## src/hdl/msd_pkg.sv

```systemverilog
// ----------------------------------------------------------------------------
// msd_pkg
// Shared types and constants for the difference-encoded minimum stack.
// ----------------------------------------------------------------------------
`default_nettype none

package msd_pkg;

    localparam int STACK_DEPTH = 64;
    localparam int ADDR_W      = $clog2(STACK_DEPTH);
    localparam int CNT_W       = $clog2(STACK_DEPTH + 1);
    localparam int VAL_W       = 32;
    localparam int DIFF_W      = VAL_W + 1;
    localparam int OCNT_W      = 7;

    localparam logic FUNC_PUSH = 1'b0;
    localparam logic FUNC_POP  = 1'b1;

    typedef enum logic [1:0] {
        ST_OK    = 2'd0,
        ST_FULL  = 2'd1,
        ST_EMPTY = 2'd2
    } t_status;

    typedef enum logic {
        S_IDLE,
        S_POP_WAIT
    } t_state;

    typedef struct packed {
        logic signed [VAL_W-1:0] top_value;
        logic signed [VAL_W-1:0] min_value;
        logic [OCNT_W-1:0]       entry_count;
        t_status                 status;
    } t_result;

endpackage

`default_nettype wire

```

## src/hdl/msd_in_if.sv

```systemverilog
// ----------------------------------------------------------------------------
// msd_in_if
// Request channel: push or pop beat with its value.
// ----------------------------------------------------------------------------
`default_nettype none

interface msd_in_if;
    logic               valid;
    logic               ready;
    logic               func;
    logic signed [31:0] value;

    modport source (output valid, output func, output value, input ready);
    modport sink   (input valid, input func, input value, output ready);
    modport mon    (input valid, input func, input value, input ready);
endinterface

`default_nettype wire

```

## src/hdl/msd_out_if.sv

```systemverilog
// ----------------------------------------------------------------------------
// msd_out_if
// Result channel: top, minimum, count and status per beat.
// ----------------------------------------------------------------------------
`default_nettype none

interface msd_out_if;
    logic               valid;
    logic               ready;
    logic signed [31:0] top_value;
    logic signed [31:0] min_value;
    logic [6:0]         entry_count;
    logic [1:0]         status;

    modport source (output valid, output top_value, output min_value,
                    output entry_count, output status, input ready);
    modport sink   (input valid, input top_value, input min_value,
                    input entry_count, input status, output ready);
    modport mon    (input valid, input top_value, input min_value,
                    input entry_count, input status, input ready);
endinterface

`default_nettype wire

```

## src/hdl/min_stack_difference_encoded_top.sv

```systemverilog
// ----------------------------------------------------------------------------
// min_stack_difference_encoded_top
// Minimum stack holding 33-bit differences against a running minimum.
// ----------------------------------------------------------------------------
// Usage:
//   i_in  : request beats (func 0 push value, 1 pop), valid/ready.
//   o_out : one result beat per request: top, minimum, count, status.
//   Differences live in a single-port-style RAM (one read, one write per
//   cycle, registered read). The top difference is also held in a register,
//   so a push or a trivial pop writes its result straight into the output
//   register; a pop that leaves entries behind reads the new top from RAM
//   and answers from the S_POP_WAIT state. One request is in flight at a
//   time: pushes and trivial pops flow at 1 beat/cycle while the receiver
//   keeps up, and no request is taken in S_POP_WAIT.
//   The result sits in an output register; the next request is taken while
//   that register drains. If the receiver stalls, i_in.ready drops until the
//   held result is taken.
//   Reset clears the count, the minimum and the output valid; the RAM is
//   not cleared, entries are read only after being written.
// ----------------------------------------------------------------------------
`default_nettype none

module min_stack_difference_encoded_top (
    input  wire       i_clk,
    input  wire       i_rst_n,
    msd_in_if.sink    i_in,
    msd_out_if.source o_out
);
    import msd_pkg::*;

    t_state                   r_state, n_state;
    logic [CNT_W-1:0]         r_count, n_count;
    logic signed [VAL_W-1:0]  r_min, n_min;
    logic signed [DIFF_W-1:0] r_top_diff, n_top_diff;
    logic signed [DIFF_W-1:0] r_rd_data;
    logic signed [DIFF_W-1:0] mem [STACK_DEPTH];

    logic                     r_out_valid;
    t_result                  r_out, res;
    logic                     load_out;

    logic                     in_ready;
    logic                     accept;
    logic                     mem_we, mem_re;
    logic [ADDR_W-1:0]        wr_addr, rd_addr;
    logic signed [DIFF_W-1:0] wr_data;
    logic signed [DIFF_W-1:0] push_diff;
    logic [CNT_W-1:0]         cnt_inc, cnt_dec, cnt_dec2;
    logic [VAL_W+1:0]         pop_min_wide;

    function automatic logic signed [VAL_W-1:0] top_of(
        input logic signed [DIFF_W-1:0] d,
        input logic signed [VAL_W-1:0]  mn
    );
        logic [VAL_W-1:0] sum;
        sum = d[VAL_W-1:0] + mn;
        if (!d[DIFF_W-1] && (d != '0)) begin
            return sum;
        end else begin
            return mn;
        end
    endfunction

    assign accept   = i_in.valid && in_ready;
    assign cnt_inc  = r_count + CNT_W'(1);
    assign cnt_dec  = r_count - CNT_W'(1);
    assign cnt_dec2 = r_count - CNT_W'(2);
    assign push_diff = $signed({i_in.value[VAL_W-1], i_in.value})
                     - $signed({r_min[VAL_W-1], r_min});
    assign pop_min_wide = {r_min[VAL_W-1], r_min[VAL_W-1], r_min}
                        - {r_top_diff[DIFF_W-1], r_top_diff};

    // next state
    always_comb begin
        n_state = r_state;
        unique case (r_state)
            S_IDLE: begin
                if (accept && (i_in.func == FUNC_POP) && (r_count > CNT_W'(1))) begin
                    n_state = S_POP_WAIT;
                end
            end
            S_POP_WAIT: n_state = S_IDLE;
            default:    n_state = S_IDLE;
        endcase
    end

    // state outputs
    always_comb begin
        unique case (r_state)
            S_IDLE:     in_ready = !r_out_valid || o_out.ready;
            S_POP_WAIT: in_ready = 1'b0;
            default:    in_ready = 1'b0;
        endcase
    end

    // datapath
    always_comb begin
        n_count    = r_count;
        n_min      = r_min;
        n_top_diff = r_top_diff;
        mem_we     = 1'b0;
        mem_re     = 1'b0;
        wr_addr    = r_count[ADDR_W-1:0];
        wr_data    = push_diff;
        rd_addr    = cnt_dec2[ADDR_W-1:0];
        load_out   = 1'b0;
        res        = '{top_value: '0, min_value: '0,
                       entry_count: OCNT_W'(r_count), status: ST_OK};

        if (r_state == S_POP_WAIT) begin
            n_top_diff      = r_rd_data;
            load_out        = 1'b1;
            res.top_value   = top_of(r_rd_data, r_min);
            res.min_value   = r_min;
        end else if (accept) begin
            load_out = 1'b1;
            if (i_in.func == FUNC_PUSH) begin
                if (r_count == CNT_W'(STACK_DEPTH)) begin
                    res.top_value = top_of(r_top_diff, r_min);
                    res.min_value = r_min;
                    res.status    = ST_FULL;
                end else if (r_count == '0) begin
                    mem_we          = 1'b1;
                    wr_data         = '0;
                    n_top_diff      = '0;
                    n_min           = i_in.value;
                    n_count         = cnt_inc;
                    res.top_value   = i_in.value;
                    res.min_value   = i_in.value;
                    res.entry_count = OCNT_W'(cnt_inc);
                end else begin
                    mem_we          = 1'b1;
                    n_top_diff      = push_diff;
                    n_min           = (i_in.value < r_min) ? i_in.value : r_min;
                    n_count         = cnt_inc;
                    res.top_value   = i_in.value;
                    res.min_value   = n_min;
                    res.entry_count = OCNT_W'(cnt_inc);
                end
            end else begin
                if (r_count == '0) begin
                    res.status = ST_EMPTY;
                end else begin
                    n_count         = cnt_dec;
                    n_min           = r_top_diff[DIFF_W-1] ? pop_min_wide[VAL_W-1:0] : r_min;
                    res.entry_count = OCNT_W'(cnt_dec);
                    if (r_count != CNT_W'(1)) begin
                        mem_re   = 1'b1;
                        load_out = 1'b0;
                    end
                end
            end
        end
    end

    always_ff @(posedge i_clk) begin
        if (mem_we) begin
            mem[wr_addr] <= wr_data;
        end
        if (mem_re) begin
            r_rd_data <= mem[rd_addr];
        end
    end

    always_ff @(posedge i_clk) begin
        if (!i_rst_n) begin
            r_state     <= S_IDLE;
            r_count     <= '0;
            r_min       <= '0;
            r_out_valid <= 1'b0;
        end else begin
            r_state <= n_state;
            r_count <= n_count;
            r_min   <= n_min;
            if (load_out) begin
                r_out_valid <= 1'b1;
            end else if (o_out.ready) begin
                r_out_valid <= 1'b0;
            end
        end
    end

    always_ff @(posedge i_clk) begin
        r_top_diff <= n_top_diff;
        if (load_out) begin
            r_out <= res;
        end
    end

    assign i_in.ready        = in_ready;
    assign o_out.valid       = r_out_valid;
    assign o_out.top_value   = r_out.top_value;
    assign o_out.min_value   = r_out.min_value;
    assign o_out.entry_count = r_out.entry_count;
    assign o_out.status      = r_out.status;

endmodule

`default_nettype wire

```

## src/flat_wrapper.sv

```systemverilog
// flat-port wrapper written by rule: the top's interface ports become plain ports
module min_stack_difference_encoded_top_flat import msd_pkg::*;
  (i_clk, i_rst_n, i_in_valid, i_in_func, i_in_value, i_in_ready, o_out_valid, o_out_top_value, o_out_min_value, o_out_entry_count, o_out_status, o_out_ready);
  msd_in_if i_in_i ();
  msd_out_if o_out_i ();
  input  wire i_clk;
  input  wire i_rst_n;
  input wire logic [$bits(i_in_i.valid)-1:0] i_in_valid;
  input wire logic [$bits(i_in_i.func)-1:0] i_in_func;
  input wire logic [$bits(i_in_i.value)-1:0] i_in_value;
  output wire logic [$bits(i_in_i.ready)-1:0] i_in_ready;
  output wire logic [$bits(o_out_i.valid)-1:0] o_out_valid;
  output wire logic [$bits(o_out_i.top_value)-1:0] o_out_top_value;
  output wire logic [$bits(o_out_i.min_value)-1:0] o_out_min_value;
  output wire logic [$bits(o_out_i.entry_count)-1:0] o_out_entry_count;
  output wire logic [$bits(o_out_i.status)-1:0] o_out_status;
  input wire logic [$bits(o_out_i.ready)-1:0] o_out_ready;
  assign i_in_i.valid = i_in_valid;
  assign i_in_i.func = i_in_func;
  assign i_in_i.value = i_in_value;
  assign i_in_ready = i_in_i.ready;
  assign o_out_valid = o_out_i.valid;
  assign o_out_top_value = o_out_i.top_value;
  assign o_out_min_value = o_out_i.min_value;
  assign o_out_entry_count = o_out_i.entry_count;
  assign o_out_status = o_out_i.status;
  assign o_out_i.ready = o_out_ready;
  min_stack_difference_encoded_top u_core (.i_clk(i_clk), .i_rst_n(i_rst_n), .i_in(i_in_i), .o_out(o_out_i));
endmodule
```

## config.mk

```make
export PLATFORM = sky130hd
export DESIGN_NAME = min_stack_difference_encoded_top_flat
export DESIGN_NICKNAME = d
export VERILOG_FILES = /design/src/hdl/msd_pkg.sv /design/src/hdl/msd_in_if.sv /design/src/hdl/msd_out_if.sv /design/src/hdl/min_stack_difference_encoded_top.sv /design/src/flat_wrapper.sv
export SDC_FILE = /design/constraint.sdc
export NUM_CORES = 2
export LEC_CHECK = 0
export BUFFER_PORTS_ARGS = -buffer_cell sky130_fd_sc_hd__buf_4
export CAP_MARGIN = 40
export CELL_PAD_IN_SITES_DETAIL_PLACEMENT = 1
export CELL_PAD_IN_SITES_GLOBAL_PLACEMENT = 1
export CORE_MARGIN = 10
export CORE_UTILIZATION = 55
export DETAILED_ROUTE_END_ITERATION = 16
export PLACE_DENSITY = 0.78
export REMOVE_ABC_BUFFERS = 1
export SETUP_SLACK_MARGIN = 0.3
export SYNTH_ARGS = -nofsm -noshare
export SYNTH_HDL_FRONTEND = slang
export SYNTH_SLANG_ARGS = --single-unit
```

## constraint.sdc

```tcl
create_clock -name i_clk -period 6 [get_ports i_clk]
set_clock_uncertainty 0.1 [all_clocks]
set_input_delay 0.6 -clock i_clk [delete_from_list [all_inputs] [get_ports i_clk]]
set_output_delay 0.6 -clock i_clk [all_outputs]
set_load 0.02 [all_outputs]
```

==> impl_metrics.ini <==
[logic_synthesis]
synth_edf_count = 2251
synth_top_cells_by_area = edfxtp_1, mux4_2, ha_1
synth_compound_area_share_pct = 4.45
syn_avg_cell_area_um2 = 20.0
synth_cells = 4749
synth_area_um2 = 94900
synthArstFlopShare_pct = 0
synthFlopType = edfxtp_1
synth_top_area_share_pct = 71.2
seq_area_frac_synth_pct = 72.1
synth_cell_types = 85
synthMuxAreaShare_pct = 16.3
synth-simple-area-share_pct = 2.91
synth_top_family_by_area = multiplexers
yosysMostFrequentCell = edfxtp_1
yosys.area_share.adder_pct = 1.84
yosys_register_bits = 2292
ys_warn_count = 0
yosys.area.top_type = edfxtp_1
synth_xor_area_share_pct = 0.895
synth_common_cells = edfxtp_1, mux4_2, nor2_1

[grt]
first_global_vias = 54600
grt_overflow_total = 0
grt_pass1_wl_mm = 412
track_usage_pct = 30.0
antenna_found_initial = 12
grt_start_max_net_pins = 130

[power_and_ir_drop]
powerDensity_nw_per_um2 = 423
ir_worst_vdd_mv = 0.351
power_leakage_nw = 34.7

[sta]
clock.fmax_mhz = 205
hold_violations = 0
worstMarginPinSlew_ns = 1.11
setup_viol = 0
finalCritPeriodShare_pct = 81.2
rsz0062_at_grt = no
finalCriticalPeriod_ns = 4.87
finalHoldWorstSlack_ns = 0.0716
slew_viol_final = 0
finalSetupTns_ns = 0
fin_ws_ns = 1.13
max_slew_margin_pct = 25.9

[route]
firstDrtPassIters = 12
drt_iter0_markers = 7745
avgRoutedWirePerCell_um = 38.0
antenna_left = 0
route.detailed.drc = 1
routed_wl_mm = 287
vias = 53000
viasPerCell = 7.01

[placed_design]
dp_hpwl_mm = 158
gp_routability_congestion = 0.867
port_buffers = 111
dp_slack_ns = 1.06

[outcome]
outcome = complete, but fails checks
violations = DRC

[critical_path]
r2r_start = u_core.r_min[1]
critical_path_arrival_ns = 5.34
crit_required_ns = 6.47
r2r_cells = 15
ff2ff_setup_slack_ns = 1.13
r2r_end = u_core.mem[31][32]
path_max_fanout = 64
end_kind = register
path_class = register to register
setup.worst_path.start_class = register

[layout]
drive_above_1_share_pct = 28.2
nets = 5245
fillers = 14300
n_antenna_cell = 0
area_growth_pct = 14.2

[cts]
worstSkewPairLatency_ns = 0.88
clock-sinks = 2292
htree_levels = 4
post_cts_buffers = 0
hold_buffers = 31
cts_resized = 0
cts_buffers = 218
cts_root_buf = clkbuf_16
clk_path_buf_depth = 3
cts_tree = yes
path_clk_slew_ns = 0.06

[hold_path]
hold_class = input port to register
min_to = u_core.r_min[12]
hold-path-cell-count = 2
hold_start = i_rst_n

[floorplanning]
fp-row-count = 152
start_util_pct = 55.3
die_area_um2 = 190000
die_y_um = 435
die_x_um = 435
io_pins = 112
core_um2 = 172000

[job]
max_cap_violations = 0
through the flow:
step,cell area (um^2),util (%),power [mW],std cells
detailed placement,101000,58.7,31.3,7124
global placement,100000,58.3,30.7,7095
finish,108000,63.2,45.8,7568
floorplan,93900,-,27.7,4505
CTS,108000,63.1,45.8,7562
global route,108000,63.2,47.3,7568
final cells by class:
| cell class | instances | area, um^2 | area share, % |
|---|---|---|---|
| sequential | 2292 | 68400 | 63.1 |
| tap | 2310 | 2890 | 2.67 |
| multi-input combinational | 2101 | 25900 | 23.9 |
| inverter | 112 | 420 | 0.388 |
| clock buffer | 261 | 5750 | 5.31 |
| timing repair buffer | 346 | 3440 | 3.18 |
| clock inverter | 146 | 1580 | 1.46 |
critical path, cell delays in order, from the launching register on:
cell and delay [ns]:
dfxtp_1 0.53, inv_1 0.22, fa_1 0.50, a211o_1 0.30, a21oi_1 0.28, o21ai_1 0.17, a2bb2oi_1 0.22, a31oi_1 0.20
buf_4 0.17, a2bb2oi_1 0.17, buf_4 0.16, o31ai_1 0.10, a31oi_1 0.29, o21ai_0 0.36, nor2_4 0.17, buf_4 0.54
power breakdown:
part | leakage, nW | total (mW) | switching [mW] | internal (mW)
Sequential | 20.7 | 20.3 | 0.381 | 20.0
Combinational | 10.4 | 11.1 | 6.97 | 4.11
Clock | 3.59 | 14.4 | 6.35 | 8.08
registers in the layout, indices dropped and copies added, names as in the netlist:
register,count
u_core.mem,2112
u_core.o_out.valid,1
u_core.r_state,1
u_core.o_out.status,2
u_core.o_out.top_value,32
u_core.o_out.min_value,32
u_core.r_rd_data,33
u_core.r_min,32
u_core.o_out.entry_count,7
u_core.r_top_diff,33
u_core.r_count,7
cells by family (layout without fill, tap and decap cells):
logic type / Yosys count / after routing
DFF: 2292 / 2292
muxes: 694 / 694
AOI/OAI and AO/OA: 598 / 598
and+or+nand+nor: 575 / 575
buffers and inverters: 356 / 865
adders and majority gates: 137 / 137
xor gates and xnor gates: 97 / 97
layer usage:
metal | up-vias | routed length [um] | global-route usage (%) | share of wire (%)
met1 | 28000 | 105000 | 40.3 | 37
met5 | - | 103 | 0 | 0.036
li1 | 20500 | - | - | -
met4 | 12 | 10800 | 10.8 | 3.8
met2 | 3950 | 142000 | 49.5 | 50
met3 | 648 | 28900 | 5.50 | 10
worst max path at each step:
stage	end	from
2_1_floorplan	u_core.mem[31][0]	u_core.r_count[0]
3_3_place_gp	u_core.mem[24][32]	i_in_value[0]
3_5_place_dp	u_core.mem[12][32]	i_in_value[0]
4_1_cts	u_core.mem[9][32]	u_core.r_min[1]
5_1_grt	u_core.mem[26][32]	u_core.r_min[1]
6_report	u_core.mem[31][32]	u_core.r_min[1]
layout by cell type (no fill, tap or decap), types with 28 or more instances in the layout:
| cell | synthesis | final |
|---|---|---|
| edfxtp_1 | 2251 | 2251 |
| mux4_2 | 683 | 683 |
| buf_4 | 3 | 259 |
| clkbuf_16 | 0 | 224 |
| nand2_1 | 149 | 148 |
| a21oi_1 | 138 | 137 |
| ha_1 | 133 | 132 |
| inv_1 | 112 | 112 |
| o21ai_0 | 106 | 106 |
| nor2_1 | 175 | 103 |
| nor2_4 | 0 | 70 |
| xnor2_1 | 62 | 60 |
| a22o_1 | 58 | 58 |
| clkinv_2 | 0 | 50 |
| a21o_1 | 45 | 45 |
| clkinv_1 | 0 | 38 |
| dfxtp_1 | 41 | 38 |
| clkbuf_1 | 157 | 36 |
| buf_12 | 0 | 35 |
| xor2_1 | 35 | 33 |
| nand3_1 | 32 | 32 |
| dlygate4sd3_1 | 0 | 31 |
| nor3_1 | 32 | 30 |
| o31ai_1 | 30 | 30 |
| nor2b_1 | 55 | 29 |
| bufinv_16 | 0 | 28 |
(Power assumes the default switching activity.)
